### config.mk
export PLATFORM = sky130hd
export DESIGN_NAME = sql_statement_splitter_unit_flat
export DESIGN_NICKNAME = d
export VERILOG_FILES = /design/src/rtl/core/sss_pkg.sv /design/src/rtl/core/sss_channels.sv /design/src/rtl/core/sql_statement_splitter_unit.sv /design/src/rtl/core/sss_keyword_match.sv /design/src/flat_wrapper.sv
export VERILOG_INCLUDE_DIRS = /design/src /design/src/rtl/core
export SDC_FILE = /design/constraint.sdc
export NUM_CORES = 1
export LEC_CHECK = 0
export BUFFER_PORTS_ARGS = -buffer_cell sky130_fd_sc_hd__buf_2
export CAP_MARGIN = 20
export CORE_MARGIN = 2
export CORE_UTILIZATION = 65
export CTS_CLUSTER_SIZE = 14
export DETAILED_ROUTE_END_ITERATION = 10
export MAX_ROUTING_LAYER = met4
export PLACE_DENSITY = 0.83
export SETUP_SLACK_MARGIN = 0.4
export SYNTH_ARGS = -nofsm -noshare
export SYNTH_HDL_FRONTEND = slang
export SYNTH_HIERARCHICAL = 1
export SYNTH_SLANG_ARGS = --single-unit
### constraint.sdc
create_clock -name clock -period 59.3 [get_ports clock]
set_input_delay 14.825 -clock clock [delete_from_list [all_inputs] [get_ports clock]]
set_output_delay 14.825 -clock clock [all_outputs]
set_load 0.05 [all_outputs]
### src/rtl/core/sql_statement_splitter_unit_assert.svh
// Assertion macros for the SQL statement splitter.
// Expects signals named clock and reset in the including module.
`ifndef SQL_STATEMENT_SPLITTER_UNIT_ASSERT_SVH
`define SQL_STATEMENT_SPLITTER_UNIT_ASSERT_SVH

// Same-cycle implication, checked outside reset.
`define SSS_ASSERT_NOW(label, cond, expr) \
   label: assert property (@(posedge clock) disable iff (reset) (cond) |-> (expr)) \
      else $error("splitter assertion failed: same-cycle check");

// Next-cycle implication, checked outside reset.
`define SSS_ASSERT_NEXT(label, cond, expr) \
   label: assert property (@(posedge clock) disable iff (reset) (cond) |=> (expr)) \
      else $error("splitter assertion failed: next-cycle check");

`endif

### src/rtl/core/sss_pkg.sv
// Package for the SQL statement splitter: byte codes, keyword table and helpers.
// No dependencies; used by all modules.
package sss_pkg;

   localparam int WIN_DEPTH = 26;
   localparam int KW_MAX    = WIN_DEPTH + 1;
   localparam int CNT_W     = 5;

   localparam logic [CNT_W-1:0] CNT_MAX = {CNT_W{1'b1}};

   localparam logic [7:0] CH_QUOTE = 8'h27;
   localparam logic [7:0] CH_SEMI  = 8'h3B;
   localparam logic [7:0] CH_SLASH = 8'h2F;
   localparam logic [7:0] CH_CR    = 8'h0D;
   localparam logic [7:0] CH_LF    = 8'h0A;
   localparam logic [7:0] CH_SPACE = 8'h20;
   localparam logic [7:0] CH_TAB   = 8'h09;
   localparam logic [7:0] CH_LOW_A = 8'h61;
   localparam logic [7:0] CH_LOW_Z = 8'h7A;
   localparam logic [7:0] CASE_OFS = 8'h20;

   localparam logic [KW_MAX*8-1:0] KW_CREATE_FUNC    = "CREATE FUNCTION";
   localparam logic [KW_MAX*8-1:0] KW_CREATE_OR_FUNC = "CREATE OR REPLACE FUNCTION";
   localparam logic [KW_MAX*8-1:0] KW_CREATE_PROC    = "CREATE PROCEDURE";
   localparam logic [KW_MAX*8-1:0] KW_CREATE_OR_PROC = "CREATE OR REPLACE PROCEDURE";
   localparam logic [KW_MAX*8-1:0] KW_END            = "END";

   localparam int LEN_CREATE_FUNC    = 15;
   localparam int LEN_CREATE_OR_FUNC = 26;
   localparam int LEN_CREATE_PROC    = 16;
   localparam int LEN_CREATE_OR_PROC = 27;
   localparam int LEN_END            = 3;

   typedef logic [WIN_DEPTH-1:0][7:0] window_type;

   typedef struct packed {
      logic opener_hit;
      logic closer_hit;
   } match_type;

   function automatic logic [7:0] upcase(input logic [7:0] c);
      return (c >= CH_LOW_A && c <= CH_LOW_Z) ? c - CASE_OFS : c;
   endfunction

   function automatic logic is_blank(input logic [7:0] c);
      return c == CH_SPACE || c == CH_TAB || c == CH_CR || c == CH_LF;
   endfunction

   // The keyword's last character sits in the low byte, earlier ones above it,
   // so byte i lines up with window entry i-1.
   function automatic logic kw_hit(input logic [KW_MAX*8-1:0] text, input int len,
                                   input logic [7:0] cur, input window_type win,
                                   input logic [CNT_W-1:0] cnt);
      logic ok;
      ok = (cnt >= CNT_W'(len - 1)) && (upcase(cur) == text[7:0]);
      for (int i = 1; i < KW_MAX; i++) begin
         if (i < len) begin
            ok = ok && (upcase(win[i-1]) == text[i*8 +: 8]);
         end
      end
      return ok;
   endfunction

endpackage

### src/rtl/core/sss_channels.sv
// Valid/ready channel interfaces for the SQL statement splitter.
// No dependencies; sss_pkg is not used here.
interface sss_req_if;
   logic       valid;
   logic       ready;
   logic [7:0] text_byte;
   logic       batch_last;

   modport source (output valid, output text_byte, output batch_last, input ready);
   modport sink (input valid, input text_byte, input batch_last, output ready);
endinterface

interface sss_rsp_if;
   logic       valid;
   logic       ready;
   logic [7:0] out_byte;
   logic       byte_valid;
   logic       statement_end;
   logic       statement_blank;

   modport source (output valid, output out_byte, output byte_valid,
                   output statement_end, output statement_blank, input ready);
   modport sink (input valid, input out_byte, input byte_valid,
                 input statement_end, input statement_blank, output ready);
endinterface

### src/rtl/core/sql_statement_splitter_unit.sv
// Top level of the SQL statement splitter: statement state, window and result register.
// Depends on sss_pkg, sss_channels and sss_keyword_match.
//
//   Channel    Direction   Beat carries
//   req_chan   in          text_byte, batch_last
//   rsp_chan   out         out_byte, byte_valid, statement_end, statement_blank
//
// One byte is accepted per cycle while no result beat is stalled; its result, if any, appears in the cycle after.
// The keyword compare on the 26-byte window is combinational and sets the critical path.
// A new byte is taken in the cycle the held beat leaves; a stalled result beat stalls req.
// Reset is synchronous and clears all statement state.
`include "sql_statement_splitter_unit_assert.svh"

module sql_statement_splitter_unit
   import sss_pkg::*;
(
   input logic      clock,
   input logic      reset,
   sss_req_if.sink  req_chan,
   sss_rsp_if.source rsp_chan
);

   logic             in_quote_ff, in_quote_in;
   logic             in_routine_ff, in_routine_in;
   logic             routine_ended_ff, routine_ended_in;
   logic             skip_next_ff, skip_next_in;
   logic             nonblank_ff, nonblank_in;
   logic [CNT_W-1:0] count_ff, count_in;
   window_type       window_ff, window_in;

   logic             out_valid_ff, out_valid_in;
   logic [7:0]       out_byte_ff, out_byte_in;
   logic             byte_valid_ff, byte_valid_in;
   logic             stmt_end_ff, stmt_end_in;
   logic             stmt_blank_ff, stmt_blank_in;

   logic             accept;
   logic             has_result;
   logic             term;
   logic             plain;
   logic             routine_now;
   logic             nb;
   logic [7:0]       c;
   logic             last;
   match_type        match;

   assign c      = req_chan.text_byte;
   assign last   = req_chan.batch_last;
   assign req_chan.ready = !out_valid_ff || rsp_chan.ready;
   assign accept = req_chan.valid && req_chan.ready;

   sss_keyword_match u_match (
      .cur_byte   (c),
      .window     (window_ff),
      .byte_count (count_ff),
      .match      (match)
   );

   always_comb begin
      in_quote_in      = in_quote_ff;
      in_routine_in    = in_routine_ff;
      routine_ended_in = routine_ended_ff;
      skip_next_in     = skip_next_ff;
      nonblank_in      = nonblank_ff;
      count_in         = count_ff;
      window_in        = window_ff;
      out_byte_in      = c;
      byte_valid_in    = 1'b1;
      stmt_end_in      = 1'b0;
      stmt_blank_in    = 1'b0;
      has_result       = 1'b0;
      term             = 1'b0;
      plain            = 1'b0;
      routine_now      = in_routine_ff;
      nb               = nonblank_ff || !is_blank(c);

      if (skip_next_ff) begin
         skip_next_in = 1'b0;
      end else begin
         has_result = 1'b1;
         if (in_quote_ff) begin
            in_quote_in = (c != CH_QUOTE);
         end else if (c == CH_QUOTE) begin
            in_quote_in = 1'b1;
         end else if (c == CH_SEMI && !in_routine_ff && !routine_ended_ff) begin
            term = 1'b1;
         end else if (c == CH_SLASH && routine_ended_ff) begin
            term = 1'b1;
         end else begin
            plain = 1'b1;
         end

         if (plain) begin
            routine_now = in_routine_ff || match.opener_hit;
            in_routine_in = routine_now;
            if (routine_now && match.closer_hit) begin
               in_routine_in    = 1'b0;
               routine_ended_in = 1'b1;
            end
            if (c == CH_CR || c == CH_LF) begin
               out_byte_in = CH_SPACE;
            end
         end

         if (term) begin
            out_byte_in      = '0;
            byte_valid_in    = 1'b0;
            stmt_end_in      = 1'b1;
            stmt_blank_in    = !nonblank_ff;
            in_quote_in      = 1'b0;
            in_routine_in    = 1'b0;
            routine_ended_in = 1'b0;
            nonblank_in      = 1'b0;
            count_in         = '0;
            skip_next_in     = !last;
         end else begin
            window_in   = {window_ff[WIN_DEPTH-2:0], c};
            count_in    = (count_ff == CNT_MAX) ? count_ff : count_ff + 1'b1;
            nonblank_in = nb;
            stmt_end_in   = last;
            stmt_blank_in = last && !nb;
         end
      end

      if (last) begin
         in_quote_in      = 1'b0;
         in_routine_in    = 1'b0;
         routine_ended_in = 1'b0;
         skip_next_in     = 1'b0;
         nonblank_in      = 1'b0;
         count_in         = '0;
      end
   end

   always_comb begin
      if (accept && has_result) begin
         out_valid_in = 1'b1;
      end else if (rsp_chan.ready) begin
         out_valid_in = 1'b0;
      end else begin
         out_valid_in = out_valid_ff;
      end
   end

   always_ff @(posedge clock) begin
      if (reset) begin
         in_quote_ff      <= 1'b0;
         in_routine_ff    <= 1'b0;
         routine_ended_ff <= 1'b0;
         skip_next_ff     <= 1'b0;
         nonblank_ff      <= 1'b0;
         count_ff         <= '0;
         out_valid_ff     <= 1'b0;
      end else begin
         out_valid_ff <= out_valid_in;
         if (accept) begin
            in_quote_ff      <= in_quote_in;
            in_routine_ff    <= in_routine_in;
            routine_ended_ff <= routine_ended_in;
            skip_next_ff     <= skip_next_in;
            nonblank_ff      <= nonblank_in;
            count_ff         <= count_in;
         end
      end
   end

   always_ff @(posedge clock) begin
      if (accept) begin
         window_ff <= window_in;
      end
      if (accept && has_result) begin
         out_byte_ff   <= out_byte_in;
         byte_valid_ff <= byte_valid_in;
         stmt_end_ff   <= stmt_end_in;
         stmt_blank_ff <= stmt_blank_in;
      end
   end

   assign rsp_chan.valid           = out_valid_ff;
   assign rsp_chan.out_byte        = out_byte_ff;
   assign rsp_chan.byte_valid      = byte_valid_ff;
   assign rsp_chan.statement_end   = stmt_end_ff;
   assign rsp_chan.statement_blank = stmt_blank_ff;

   `SSS_ASSERT_NOW(a_term_beat_shape, rsp_chan.valid && !rsp_chan.byte_valid,
                   rsp_chan.statement_end && rsp_chan.out_byte == '0)
   `SSS_ASSERT_NOW(a_blank_only_at_end, rsp_chan.valid && rsp_chan.statement_blank,
                   rsp_chan.statement_end)
   `SSS_ASSERT_NEXT(a_term_sets_skip, accept && term && !last, skip_next_ff)
   `SSS_ASSERT_NEXT(a_result_shows, accept && has_result, rsp_chan.valid)

endmodule

### src/rtl/core/sss_keyword_match.sv
// Parallel keyword compare of the current byte against the recent-byte window.
// Depends on sss_pkg.
module sss_keyword_match
   import sss_pkg::*;
(
   input  logic [7:0]       cur_byte,
   input  window_type       window,
   input  logic [CNT_W-1:0] byte_count,
   output match_type        match
);

   always_comb begin
      match.opener_hit =
         kw_hit(KW_CREATE_FUNC,    LEN_CREATE_FUNC,    cur_byte, window, byte_count) ||
         kw_hit(KW_CREATE_OR_FUNC, LEN_CREATE_OR_FUNC, cur_byte, window, byte_count) ||
         kw_hit(KW_CREATE_PROC,    LEN_CREATE_PROC,    cur_byte, window, byte_count) ||
         kw_hit(KW_CREATE_OR_PROC, LEN_CREATE_OR_PROC, cur_byte, window, byte_count);
      match.closer_hit = kw_hit(KW_END, LEN_END, cur_byte, window, byte_count);
   end

endmodule

### src/flat_wrapper.sv
// flat-port wrapper written by rule: the top's interface ports become plain ports
module sql_statement_splitter_unit_flat import sss_pkg::*;
  (clock, reset, req_chan_valid, req_chan_text_byte, req_chan_batch_last, req_chan_ready, rsp_chan_valid, rsp_chan_out_byte, rsp_chan_byte_valid, rsp_chan_statement_end, rsp_chan_statement_blank, rsp_chan_ready);
  sss_req_if req_chan_i ();
  sss_rsp_if rsp_chan_i ();
  input logic clock;
  input logic reset;
  input wire logic [$bits(req_chan_i.valid)-1:0] req_chan_valid;
  input wire logic [$bits(req_chan_i.text_byte)-1:0] req_chan_text_byte;
  input wire logic [$bits(req_chan_i.batch_last)-1:0] req_chan_batch_last;
  output wire logic [$bits(req_chan_i.ready)-1:0] req_chan_ready;
  output wire logic [$bits(rsp_chan_i.valid)-1:0] rsp_chan_valid;
  output wire logic [$bits(rsp_chan_i.out_byte)-1:0] rsp_chan_out_byte;
  output wire logic [$bits(rsp_chan_i.byte_valid)-1:0] rsp_chan_byte_valid;
  output wire logic [$bits(rsp_chan_i.statement_end)-1:0] rsp_chan_statement_end;
  output wire logic [$bits(rsp_chan_i.statement_blank)-1:0] rsp_chan_statement_blank;
  input wire logic [$bits(rsp_chan_i.ready)-1:0] rsp_chan_ready;
  assign req_chan_i.valid = req_chan_valid;
  assign req_chan_i.text_byte = req_chan_text_byte;
  assign req_chan_i.batch_last = req_chan_batch_last;
  assign req_chan_ready = req_chan_i.ready;
  assign rsp_chan_valid = rsp_chan_i.valid;
  assign rsp_chan_out_byte = rsp_chan_i.out_byte;
  assign rsp_chan_byte_valid = rsp_chan_i.byte_valid;
  assign rsp_chan_statement_end = rsp_chan_i.statement_end;
  assign rsp_chan_statement_blank = rsp_chan_i.statement_blank;
  assign rsp_chan_i.ready = rsp_chan_ready;
  sql_statement_splitter_unit u_core (.clock(clock), .reset(reset), .req_chan(req_chan_i), .rsp_chan(rsp_chan_i));
endmodule
==> results of run 1 <==
-- cell families after synthesis --
| group | after synthesis |
|---|---|
| flops | 230 |
| buf+inv | 65 |
| fa+ha+maj | 29 |
| mux | 1 |
| simple gates | 240 |
| xor+xnor | 3 |
| compound gates | 112 |
-- worst max-delay path, stage by stage --
cell      delay (ns)
buf_2           0.07
nand2b_1        0.18
buf_2           0.30
-- how the worst max path moves through the flow --
stage                   start                       endpoint  slack [ns]  cells past startpoint
2_1_floorplan  rsp_chan_ready  u_core/window_ff[0]$_DFFE_PP_       28.55                      3
3_3_place_gp   rsp_chan_ready                 req_chan_ready       29.12                      3
3_5_place_dp   rsp_chan_ready                 req_chan_ready       29.11                      3
4_1_cts        rsp_chan_ready                 req_chan_ready       29.11                      3
5_1_grt        rsp_chan_ready                 req_chan_ready       29.06                      3
6_report       rsp_chan_ready                 req_chan_ready       29.10                      3
-- through the flow --
step / hold WS, ns / cells / power (mW) / setup WS (ns)
6_report: 0.442 / 927 / 0.363 / 29.10
5_1_grt: 0.449 / 927 / 0.372 / 29.06
4_1_cts: 0.440 / 927 / 0.363 / 29.11
3_5_place_dp: 0.426 / 885 / 0.222 / 29.11
3_3_place_gp: 0.422 / 885 / 0.220 / 29.12
2_1_floorplan: 0.417 / 680 / 0.216 / 28.55
-- flip-flops by register name (all words and copies together), names as in the netlist --
name / count
u_core/count_ff: 5
u_core/in_quote_ff: 1
u_core/window_ff: 208
u_core/rsp_chan.byte_valid: 1
u_core/skip_next_ff: 1
u_core/rsp_chan.statement_blank: 1
u_core/rsp_chan.statement_end: 1
u_core/in_routine_ff: 1
u_core/rsp_chan.out_byte: 8
u_core/rsp_chan.valid: 1
u_core/nonblank_ff: 1
u_core/routine_ended_ff: 1
-- metal layers --
layer / wire length (um) / vias up / GRT usage (%) / part of all wire (%)
met3: 2030 / 77 / 4.46 / 9.5
met2: 10400 / 412 / 43.7 / 49
met5: 0 / - / - / 0
met4: 702 / 0 / 8.79 / 3.3
li1: - / 2809 / - / -
met1: 8280 / 3158 / 37.7 / 39
-- power by group --
part           switching (mW)  leakage (nW)  internal (mW)  total (mW)
sequential            0.00995          2.21          0.191       0.201
clock                  0.0600         0.368         0.0829       0.143
combinational          0.0131          1.19        0.00610      0.0192
total                  0.0830          3.76          0.280       0.363
-- cells in the final DEF, fill, tap and decap left out, drive strengths merged, types with 4 or more instances in the layout --
cell     instances
nor4bb           6
nand4b           7
or4              9
a21oi           30
nor3            25
buf             26
clkbuf          29
nor4            26
a21o             4
or3              9
or4b             6
a31oi            5
nand2           31
ha              29
and3             4
dfxtp           11
nor2            38
nor2b            4
a2111oi          7
nand2b           5
nand4           28
nor4b           12
o2111ai          5
and2             6
nand3           12
edfxtp         219
clkinv          10
o21ai           24
a211oi           5
inv             61
-- final cells by class --
class                   count  area, um2
fillers                   848       3760
well taps                 184        230
multi-input cells         385       2640
clock inverters            13        124
inverters                  60        225
clock buffers              29        618
flip-flops and latches    230       6800
repair buffers             26        145
==> flow_summary_export.csv, run 1 <==
group,metric,value,unit
run,cap_violations,0,
grt,grt-ovfl-total,0,
synth,syn-instance-count,680,
synth,ys_top_cells_by_area,"edfxtp_1, ha_1, inv_1",
synth,ys_seq_area_share,70.3,%
synth,synth_mux_area_share,0.116,%
worst_setup_path,cp-end-kind,"primary output",
route,drt_iter0_markers,874,
pwr,ir_drop,0.0273,mV
synth,ys_async_sr_fraction,0,%
min_path,hold_class,"reg2reg",
worst_setup_path,start_kind,"primary input",
synth,synth_edf_count,219,
die,num_rows,44,
route,dr.pass1.iters,6,
synth,yosys.area.top_type,"edfxtp_1",
worst_setup_path,reg2reg_slack,55.61,ns
worst_setup_path,critPathMaxFanout,6,
synth,yosysWarnings,6,
finish,n_antenna_cell,0,
synth,yosys.area_share.simple,14.9,%
synth,synth_most_common_cell,"edfxtp_1",
clock_tree,cts_hold_buf,0,
die,ios,26,
sta,setup_viol,0,
route,wire_per_inst,23.1,um
grt,grt_pass1_wl,33500,um
placed_design,gp_congestion,0.945,
finish,syn_to_final_growth,11.4,%
grt,grtUsageTotal,27.7,%
clock_tree,cts_setup_buffers,0,
worst_setup_path,worstReg2RegStart,"u_core/window_ff[169]$_DFFE_PP_",
route,vias,6456,
min_path,min_path_cells,0,
sta,rsz0062_at_grt,"false",
synth,synthXorXnorAreaFrac,0.272,%
synth,synth_top_area_share,68.0,%
sta,slew_violations,0,
synth,syn-cell-area,0.00967,mm2
min_path,hold_start,"u_core/window_ff[193]$_DFFE_PP_",
sta,max_slew.worst_pin.slew,1.15,ns
worst_setup_path,worstPathArrival,15.37,ns
sta,fmax,33.1,MHz
die,die_x,126,um
status,status,"completed",
synth,ys.flop_type,"edfxtp_1",
synth,syn_area_per_cell,14.2,um2
clock_tree,cts-root-buf,"clkbuf_16",
worst_setup_path,critPathRequiredTime,44.48,ns
min_path,holdPathEnd,"u_core/window_ff[201]$_DFFE_PP_",
route,vias_per_cell,6.96,
pwr,power_density,33.7,mW/mm2
grt,first_global_vias,6261,
route,wl,21400,um
die,die_h,126,um
sta,slew_headroom,23.6,%
clock_tree,cts_tree,"yes",
finish,final_nets,768,
grt,antenna_found_initial,0,
grt,grt_max_degree,209,
clock_tree,cts.sinks,230,
placed_design,placedInstanceArea,0.0100,mm2
sta,clock_skew,0.00886,ns
placed_design,detailed_place_hpwl,14700,um
sta,fin_crit,30.20,ns
finish,drive_gt1_share,9.96,%
die,coreArea,0.0145,mm2
synth,synth_cell_types,71,
placed_design,numPortBuffers,25,
clock_tree,worstSkewPairLatency,0.52,ns
clock_tree,ctsResizeCount,0,
worst_setup_path,rr_worst_depth,11,
die,die_area,0.0159,mm2
route,postRouteAntennaNets,0,
route,drc,0,
synth,synthAdderAreaFrac,3.75,%
synth,synthesis.nets,722,
synth,synthTopCellsByCount,"edfxtp_1, inv_1, nor2_1",
clock_tree,h-tree-depth,1,
clock_tree,path_clk_slew,0.06,ns
clock_tree,cts_max_path_buffers,3,
pwr,p_leak,3.76,nW
sta,hold_viol_final,0,
worst_setup_path,worstSetupPathType,"in2out",
synth,synth_compound_area_share,8.16,%
die,start_util,66.5,%
synth,ys_seq_elements,230,
sta,min_period_over_period,50.9,%
finish,design_area,0.0108,mm2
finish,utilization,74.1,%
sta,finalSetupTns,0,ns
synth,synth_top_family_by_area,"simple AND/OR/NAND/NOR gates",
worst_setup_path,r2r-end,"u_core/in_routine_ff$_SDFFE_PP0P_",
clock_tree,cts_inserted_buffers,23,
Note: power is estimated with default switching activity, not from simulation.
==> run 2, diff against run 1 <==
--- a/config.mk
+++ b/config.mk
@@ -6,14 +6,15 @@
 export SDC_FILE = /design/constraint.sdc
 export NUM_CORES = 1
 export LEC_CHECK = 0
+export ABC_AREA = 1
 export BUFFER_PORTS_ARGS = -buffer_cell sky130_fd_sc_hd__buf_2
 export CAP_MARGIN = 20
 export CORE_MARGIN = 2
-export CORE_UTILIZATION = 65
+export CORE_UTILIZATION = 63
 export CTS_CLUSTER_SIZE = 14
 export DETAILED_ROUTE_END_ITERATION = 10
 export MAX_ROUTING_LAYER = met4
-export PLACE_DENSITY = 0.83
+export PLACE_DENSITY = 0.8
 export SETUP_SLACK_MARGIN = 0.4
 export SYNTH_ARGS = -nofsm -noshare
 export SYNTH_HDL_FRONTEND = slang
==> constraint.sdc (replaced) <==
create_clock -name clock -period 29.6 [get_ports clock]
set_input_delay 7.4 -clock clock [delete_from_list [all_inputs] [get_ports clock]]
set_output_delay 7.4 -clock clock [all_outputs]
set_load 0.05 [all_outputs]
==> run 2 against run 1 <==
Compared with the run above:
- design area up 13%
- clock-buffer cell count grew 2
- clock power up 100%
- via count grew 26%
- critical endpoint unchanged
- largest power group unchanged
==> flow_summary_export.csv, run 2 <==
group,metric,value,unit
worst_setup_path,worstPathArrival,7.82,ns
synth,ys_seq_elements,230,
grt,grt_pass1_wl,39200,um
sta,rsz0062_at_grt,"false",
min_path,hold_class,"reg2reg",
route,drt_iter0_markers,843,
placed_design,placedCellCount,1403,
die,die_h,136,um
worst_setup_path,cpMaxStageDelayCell,"buf_2",
worst_setup_path,critPathMaxFanout,3,
worst_setup_path,crit_chain,"buf_2, inv_1, nand2_2, buf_2",
run,cap_violations,0,
synth,synth_compound_area_share,1.94,%
die,ios,26,
route,vias,8115,
synth,synth_top_area_share,59.7,%
finish,stdcell_count,1446,
finish,design_area,0.0122,mm2
sta,setup_viol,0,
worst_setup_path,slowest_delay,0.26,ns
synth,synth_edf_count,219,
sta,fin_crit,15.22,ns
clock_tree,h-tree-depth,1,
finish,top_register,"u_core/window_ff",
min_path,hold_start,"u_core/window_ff[179]$_DFFE_PP_",
die,num_rows,48,
synth,synthTopCellsByCount,"nand2_1, edfxtp_1, inv_1",
worst_setup_path,critPathRequiredTime,22.20,ns
synth,yosysWarnings,6,
clock_tree,cts_tree,"yes",
pwr,switching_share,23.9,%
clock_tree,cts_hold_buf,0,
clock_tree,cts_max_path_buffers,3,
pwr,power_switching,0.179,mW
synth,syn-cell-area,0.0110,mm2
route,wire_per_inst,16.9,um
status,status,"completed",
pwr,p_int,0.571,mW
die,die_x,136,um
route,dr.pass1.iters,8,
placed_design,gp_congestion,0.995,
worst_setup_path,cp-startpoint,"rsp_chan_ready",
clock_tree,cts_setup_buffers,0,
synth,ys.flop_type,"edfxtp_1",
synth,synth_most_common_cell,"nand2_1",
pwr,power_density,61.5,mW/mm2
synth,yosys.area_share.simple,25.4,%
finish,layout_common_cells,"nand2_1, edfxtp_1, inv_1",
synth,synth_mux_area_share,0,%
grt,grt_max_degree,150,
route,postRouteAntennaNets,0,
finish,layout_commonest_cell,"nand2_1",
synth,syn-instance-count,1154,
grt,grtUsageTotal,28.3,%
worst_setup_path,start_kind,"primary input",
sta,max_slew.worst_pin.slew,0.996,ns
sta,clock_skew,0.00694,ns
sta,slew_headroom,33.3,%
pwr,seq_power_share,53.6,%
route,routedLengthMet1,9260,um
pwr,p_comb_share,7.7,%
die,start_util,64.2,%
finish,drive_gt1_share,7.53,%
synth,synthXorXnorAreaFrac,0.238,%
sta,slew_violations,0,
worst_setup_path,cp-end-kind,"primary output",
worst_setup_path,worstReg2RegStart,"u_core/rsp_chan.valid$_SDFFE_PP0P_",
finish,n_antenna_cell,0,
pwr,ir_drop,0.0622,mV
synth,ys_seq_area_share,61.7,%
sta,finalSetupTns,0,ns
route,highest_layer,"met4",
synth,synthesis.nets,1196,
die,coreArea,0.0172,mm2
sta,hold_viol_final,0,
worst_setup_path,cpMostUsedCell,"buf_2",
synth,syn_area_per_cell,9.55,um2
sta,fmax,65.7,MHz
finish,fillers,1209,
synth,synth_top_family_by_area,"simple AND/OR/NAND/NOR gates",
clock_tree,ctsResizeCount,0,
route,vias_per_cell,5.61,
synth,synth_cell_types,41,
synth,ys_async_sr_fraction,0,%
clock_tree,cts-root-buf,"clkbuf_16",
synth,yosys.area.top_type,"edfxtp_1",
synth,synthAdderAreaFrac,3.29,%
route,routed-wl-met3,1660,um
grt,antenna_found_initial,0,
clock_tree,path_clk_slew,0.06,ns
placed_design,numPortBuffers,25,
clock_tree,worstSkewPairLatency,0.51,ns
clock_tree,cts.sinks,230,
finish,final_nets,1246,
pwr,p_leak,5.14,nW
grt,first_global_vias,8043,
route,wl,24500,um
placed_design,placedInstanceArea,0.0114,mm2
synth,ys_top_cells_by_area,"edfxtp_1, nand2_1, inv_1",
placed_design,detailed_place_hpwl,17100,um
sta,min_period_over_period,51.4,%
pwr,p_clk_share,38.8,%
clock_tree,cts_inserted_buffers,24,
finish,largest_register_ffs,208,
finish,syn_to_final_growth,10.6,%
die,die_area,0.0186,mm2
route,met2_wirelength,12400,um
worst_setup_path,worstSetupPathType,"in2out",
route,drc,0,
grt,grt-ovfl-total,0,
## run 2: per-stage QoR
| step | hold slack, ns | power (mW) | setup WS, ns | util (%) |
|---|---|---|---|---|
| 2_1_floorplan | 0.426 | 0.445 | 14.56 | - |
| 3_3_place_gp | 0.431 | 0.460 | 14.38 | 66.6 |
| 3_5_place_dp | 0.432 | 0.464 | 14.37 | 66.6 |
| 4_1_cts | 0.446 | 0.753 | 14.37 | 71.0 |
| 5_1_grt | 0.450 | 0.776 | 14.34 | 71.0 |
| 6_report | 0.443 | 0.750 | 14.38 | 71.0 |
## run 2: power groups by stage
| stage | Sequential (mW) | Clock [mW] | Combinational, mW |
|---|---|---|---|
| detailed placement | 0.408 | 0 | 0.0560 |
| finish | 0.402 | 0.291 | 0.0576 |
| global placement | 0.407 | 0 | 0.0533 |
| floorplan | 0.407 | 0 | 0.0383 |
| CTS | 0.402 | 0.294 | 0.0572 |
| global route | 0.405 | 0.306 | 0.0652 |
## run 2: final timing paths
check,slack (ns),end,depth (start not counted)
setup / recovery,14.38,req_chan_ready,4
hold / removal,0.44,u_core/window_ff[187]$_DFFE_PP_,0
setup reg to reg,26.06,u_core/window_ff[136]$_DFFE_PP_,6
hold reg to reg,0.44,u_core/window_ff[187]$_DFFE_PP_,0
## run 2: critical path: cells and delay by family
kind                   cells  cell delay [ns]
AND/OR/NAND/NOR            1             0.06
buffers and inverters      3             0.36
## run 2: layer usage
layer	vias to the layer above	track usage (%)
met2	343	49.4
met5	-	-
li1	3887	-
met3	95	4.36
met4	0	12.3
met1	3790	32.4
## run 2: layout make-up
| class | count | area, um2 | area share [%] |
|---|---|---|---|
| Tap cell | 225 | 282 | 2.31 |
| Inverter | 217 | 822 | 6.74 |
| Sequential cell | 230 | 6800 | 55.7 |
| Multi-Input combinational cell | 705 | 3400 | 27.9 |
| Clock buffer | 31 | 648 | 5.32 |
| Clock inverter | 12 | 108 | 0.883 |
| Timing Repair Buffer | 26 | 133 | 1.09 |
## run 2: cell families after synthesis
| group | after synthesis |
|---|---|
| and+or+nand+nor | 636 |
| xor gates and xnor gates | 3 |
| DFF | 230 |
| adders and majority gates | 29 |
| buffers and inverters | 219 |
| AOI/OAI and AO/OA | 37 |
==> run 3, diff against run 2 <==
==> constraint.sdc (replaced) <==
create_clock -name clock -period 14.15 [get_ports clock]
set_input_delay 3.5375 -clock clock [delete_from_list [all_inputs] [get_ports clock]]
set_output_delay 3.5375 -clock clock [all_outputs]
set_load 0.05 [all_outputs]
==> run 3 against run 2 <==
Compared with the run above:
- routed wire length shrank 1.3%
- non-clock buffer count is the same
- global-route usage shrank 0.93 points
- largest power group unchanged
- power grew 110%
- largest cell class unchanged
- core utilization grew 0.051 points
- sequential power grew 110%
==> flow_summary_export.csv, run 3 (synthesized netlist as in run 2, its figures left out) <==
group,metric,value,unit
route,dr.pass1.iters,5,
worst_setup_path,cpMaxStageDelayCell,"buf_2",
worst_setup_path,start_kind,"primary input",
placed_design,numPortBuffers,25,
finish,syn_to_final_growth,10.7,%
sta,finalSetupTns,0,ns
sta,max_slew.worst_pin.slew,1.07,ns
clock_tree,h-tree-depth,1,
route,drt_iter0_markers,806,
clock_tree,cts_hold_buf,0,
min_path,hold_class,"reg2reg",
sta,rsz0062_at_grt,"false",
sta,setup_ws,6.65,ns
clock_tree,cts_setup_buffers,0,
worst_setup_path,r2r-end,"u_core/window_ff[139]$_DFFE_PP_",
clock_tree,cts_tree,"yes",
finish,fillers,1245,
die,start_util,64.2,%
route,postRouteAntennaNets,0,
sta,fmax,133,MHz
sta,setup_viol,0,
die,ios,26,
min_path,holdPathEnd,"u_core/window_ff[85]$_DFFE_PP_",
grt,first_global_vias,7832,
clock_tree,cts-root-buf,"clkbuf_16",
clock_tree,cts_max_path_buffers,3,
worst_setup_path,reg2reg_slack,10.49,ns
die,coreArea,0.0172,mm2
grt,grtUsageTotal,27.4,%
finish,drive_gt1_share,7.53,%
finish,largest_register_ffs,208,
pwr,p_leak,5.15,nW
min_path,hold_start,"u_core/window_ff[77]$_DFFE_PP_",
finish,layout_common_cells,"nand2_1, edfxtp_1, inv_1",
run,cap_violations,0,
status,status,"completed",
placed_design,gp_congestion,0.961,
clock_tree,cts.sinks,230,
clock_tree,ctsResizeCount,0,
route,vias,8132,
pwr,power_density,128,mW/mm2
sta,fin_crit,7.50,ns
worst_setup_path,crit_chain,"buf_2, inv_1, nand2_2, buf_2",
die,die_area,0.0186,mm2
worst_setup_path,path_buf_inv,3,
sta,min_period_over_period,53.0,%
pwr,ir_drop,0.0927,mV
worst_setup_path,cp-end-kind,"primary output",
die,num_rows,48,
finish,n_antenna_cell,0,
worst_setup_path,worstSetupPathType,"in2out",
worst_setup_path,rr_worst_depth,6,
worst_setup_path,critPathRequiredTime,10.61,ns
grt,grt-ovfl-total,0,
finish,layout_commonest_cell,"nand2_1",
placed_design,pre_cts_slack,6.65,ns
grt,grt_pass1_wl,38000,um
finish,design_area,0.0122,mm2
worst_setup_path,slowest_delay,0.26,ns
sta,slew_headroom,28.1,%
finish,final_nets,1246,
finish,top_register,"u_core/window_ff",
worst_setup_path,cpMostUsedCell,"buf_2",
sta,clock_skew,0.0100,ns
clock_tree,worstSkewPairLatency,0.51,ns
route,drc,0,
pwr,finalPower,1.57,mW
die,die_x,136,um
placed_design,detailed_place_hpwl,17400,um
sta,slew_violations,0,
grt,antenna_found_initial,0,
placed_design,placedInstanceArea,0.0114,mm2
die,die_h,136,um
worst_setup_path,worstReg2RegStart,"u_core/rsp_chan.valid$_SDFFE_PP0P_",
min_path,min_path_cells,0,
route,wire_per_inst,16.7,um
clock_tree,path_clk_slew,0.06,ns
clock_tree,cts_inserted_buffers,24,
route,vias_per_cell,5.62,
route,wl,24200,um
worst_setup_path,critPathMaxFanout,3,
sta,hold_viol_final,0,
grt,grt_max_degree,137,
worst_setup_path,worstPathArrival,3.96,ns
worst_setup_path,critical-path-top-delay-family,"buffers and inverters",
run 3: changes by cell type in the layout (fill, tap and decap cells not counted):
cell and delta:
clkbuf_1 +5, clkbuf_8 +4, clkinv_1 -4, clkinv_2 -4, bufinv_16 -2, inv_4 +2
clkbuf_16 +1, clkinvlp_4 -1
run 3: where the power goes:
group | total [mW] | leakage (nW) | switching (mW) | internal (mW)
sequential | 0.840 | 2.21 | 0.0394 | 0.801
combinational | 0.120 | 2.57 | 0.0853 | 0.0344
clock | 0.606 | 0.375 | 0.248 | 0.358
total | 1.57 | 5.15 | 0.373 | 1.19
run 3: cell type report:
cell class	instances	area (um2)	share of cell area, %
clock buffer	41	747	6.12
clock inverter	3	17.5	0.144
inverter	217	822	6.74
multi-input combinational	705	3400	27.9
sequential	230	6800	55.7
tap	225	282	2.31
timing repair buffer	26	133	1.09
run 3: stage by stage:
stage	std cells	utilization (%)	hold slack, ns
2_1_floorplan	1154	-	0.426
3_3_place_gp	1403	66.6	0.429
3_5_place_dp	1403	66.6	0.434
4_1_cts	1447	71.0	0.448
5_1_grt	1447	71.0	0.445
6_report	1447	71.0	0.446
run 3: metal layers:
| layer | wire length, um | GRT usage [%] | up-vias |
|---|---|---|---|
| li1 | - | - | 3898 |
| met5 | 0 | - | - |
| met1 | 9180 | 31.9 | 3793 |
| met4 | 1110 | 11.9 | 0 |
| met3 | 1590 | 4.55 | 81 |
| met2 | 12300 | 46.9 | 360 |
run 3: worst max-delay path by stage:
stage                    from                             to  cells after the start
2_1_floorplan  rsp_chan_ready  u_core/window_ff[0]$_DFFE_PP_                      6
3_3_place_gp   rsp_chan_ready                 req_chan_ready                      4
3_5_place_dp   rsp_chan_ready                 req_chan_ready                      4
4_1_cts        rsp_chan_ready                 req_chan_ready                      4
5_1_grt        rsp_chan_ready                 req_chan_ready                      4
6_report       rsp_chan_ready                 req_chan_ready                      4
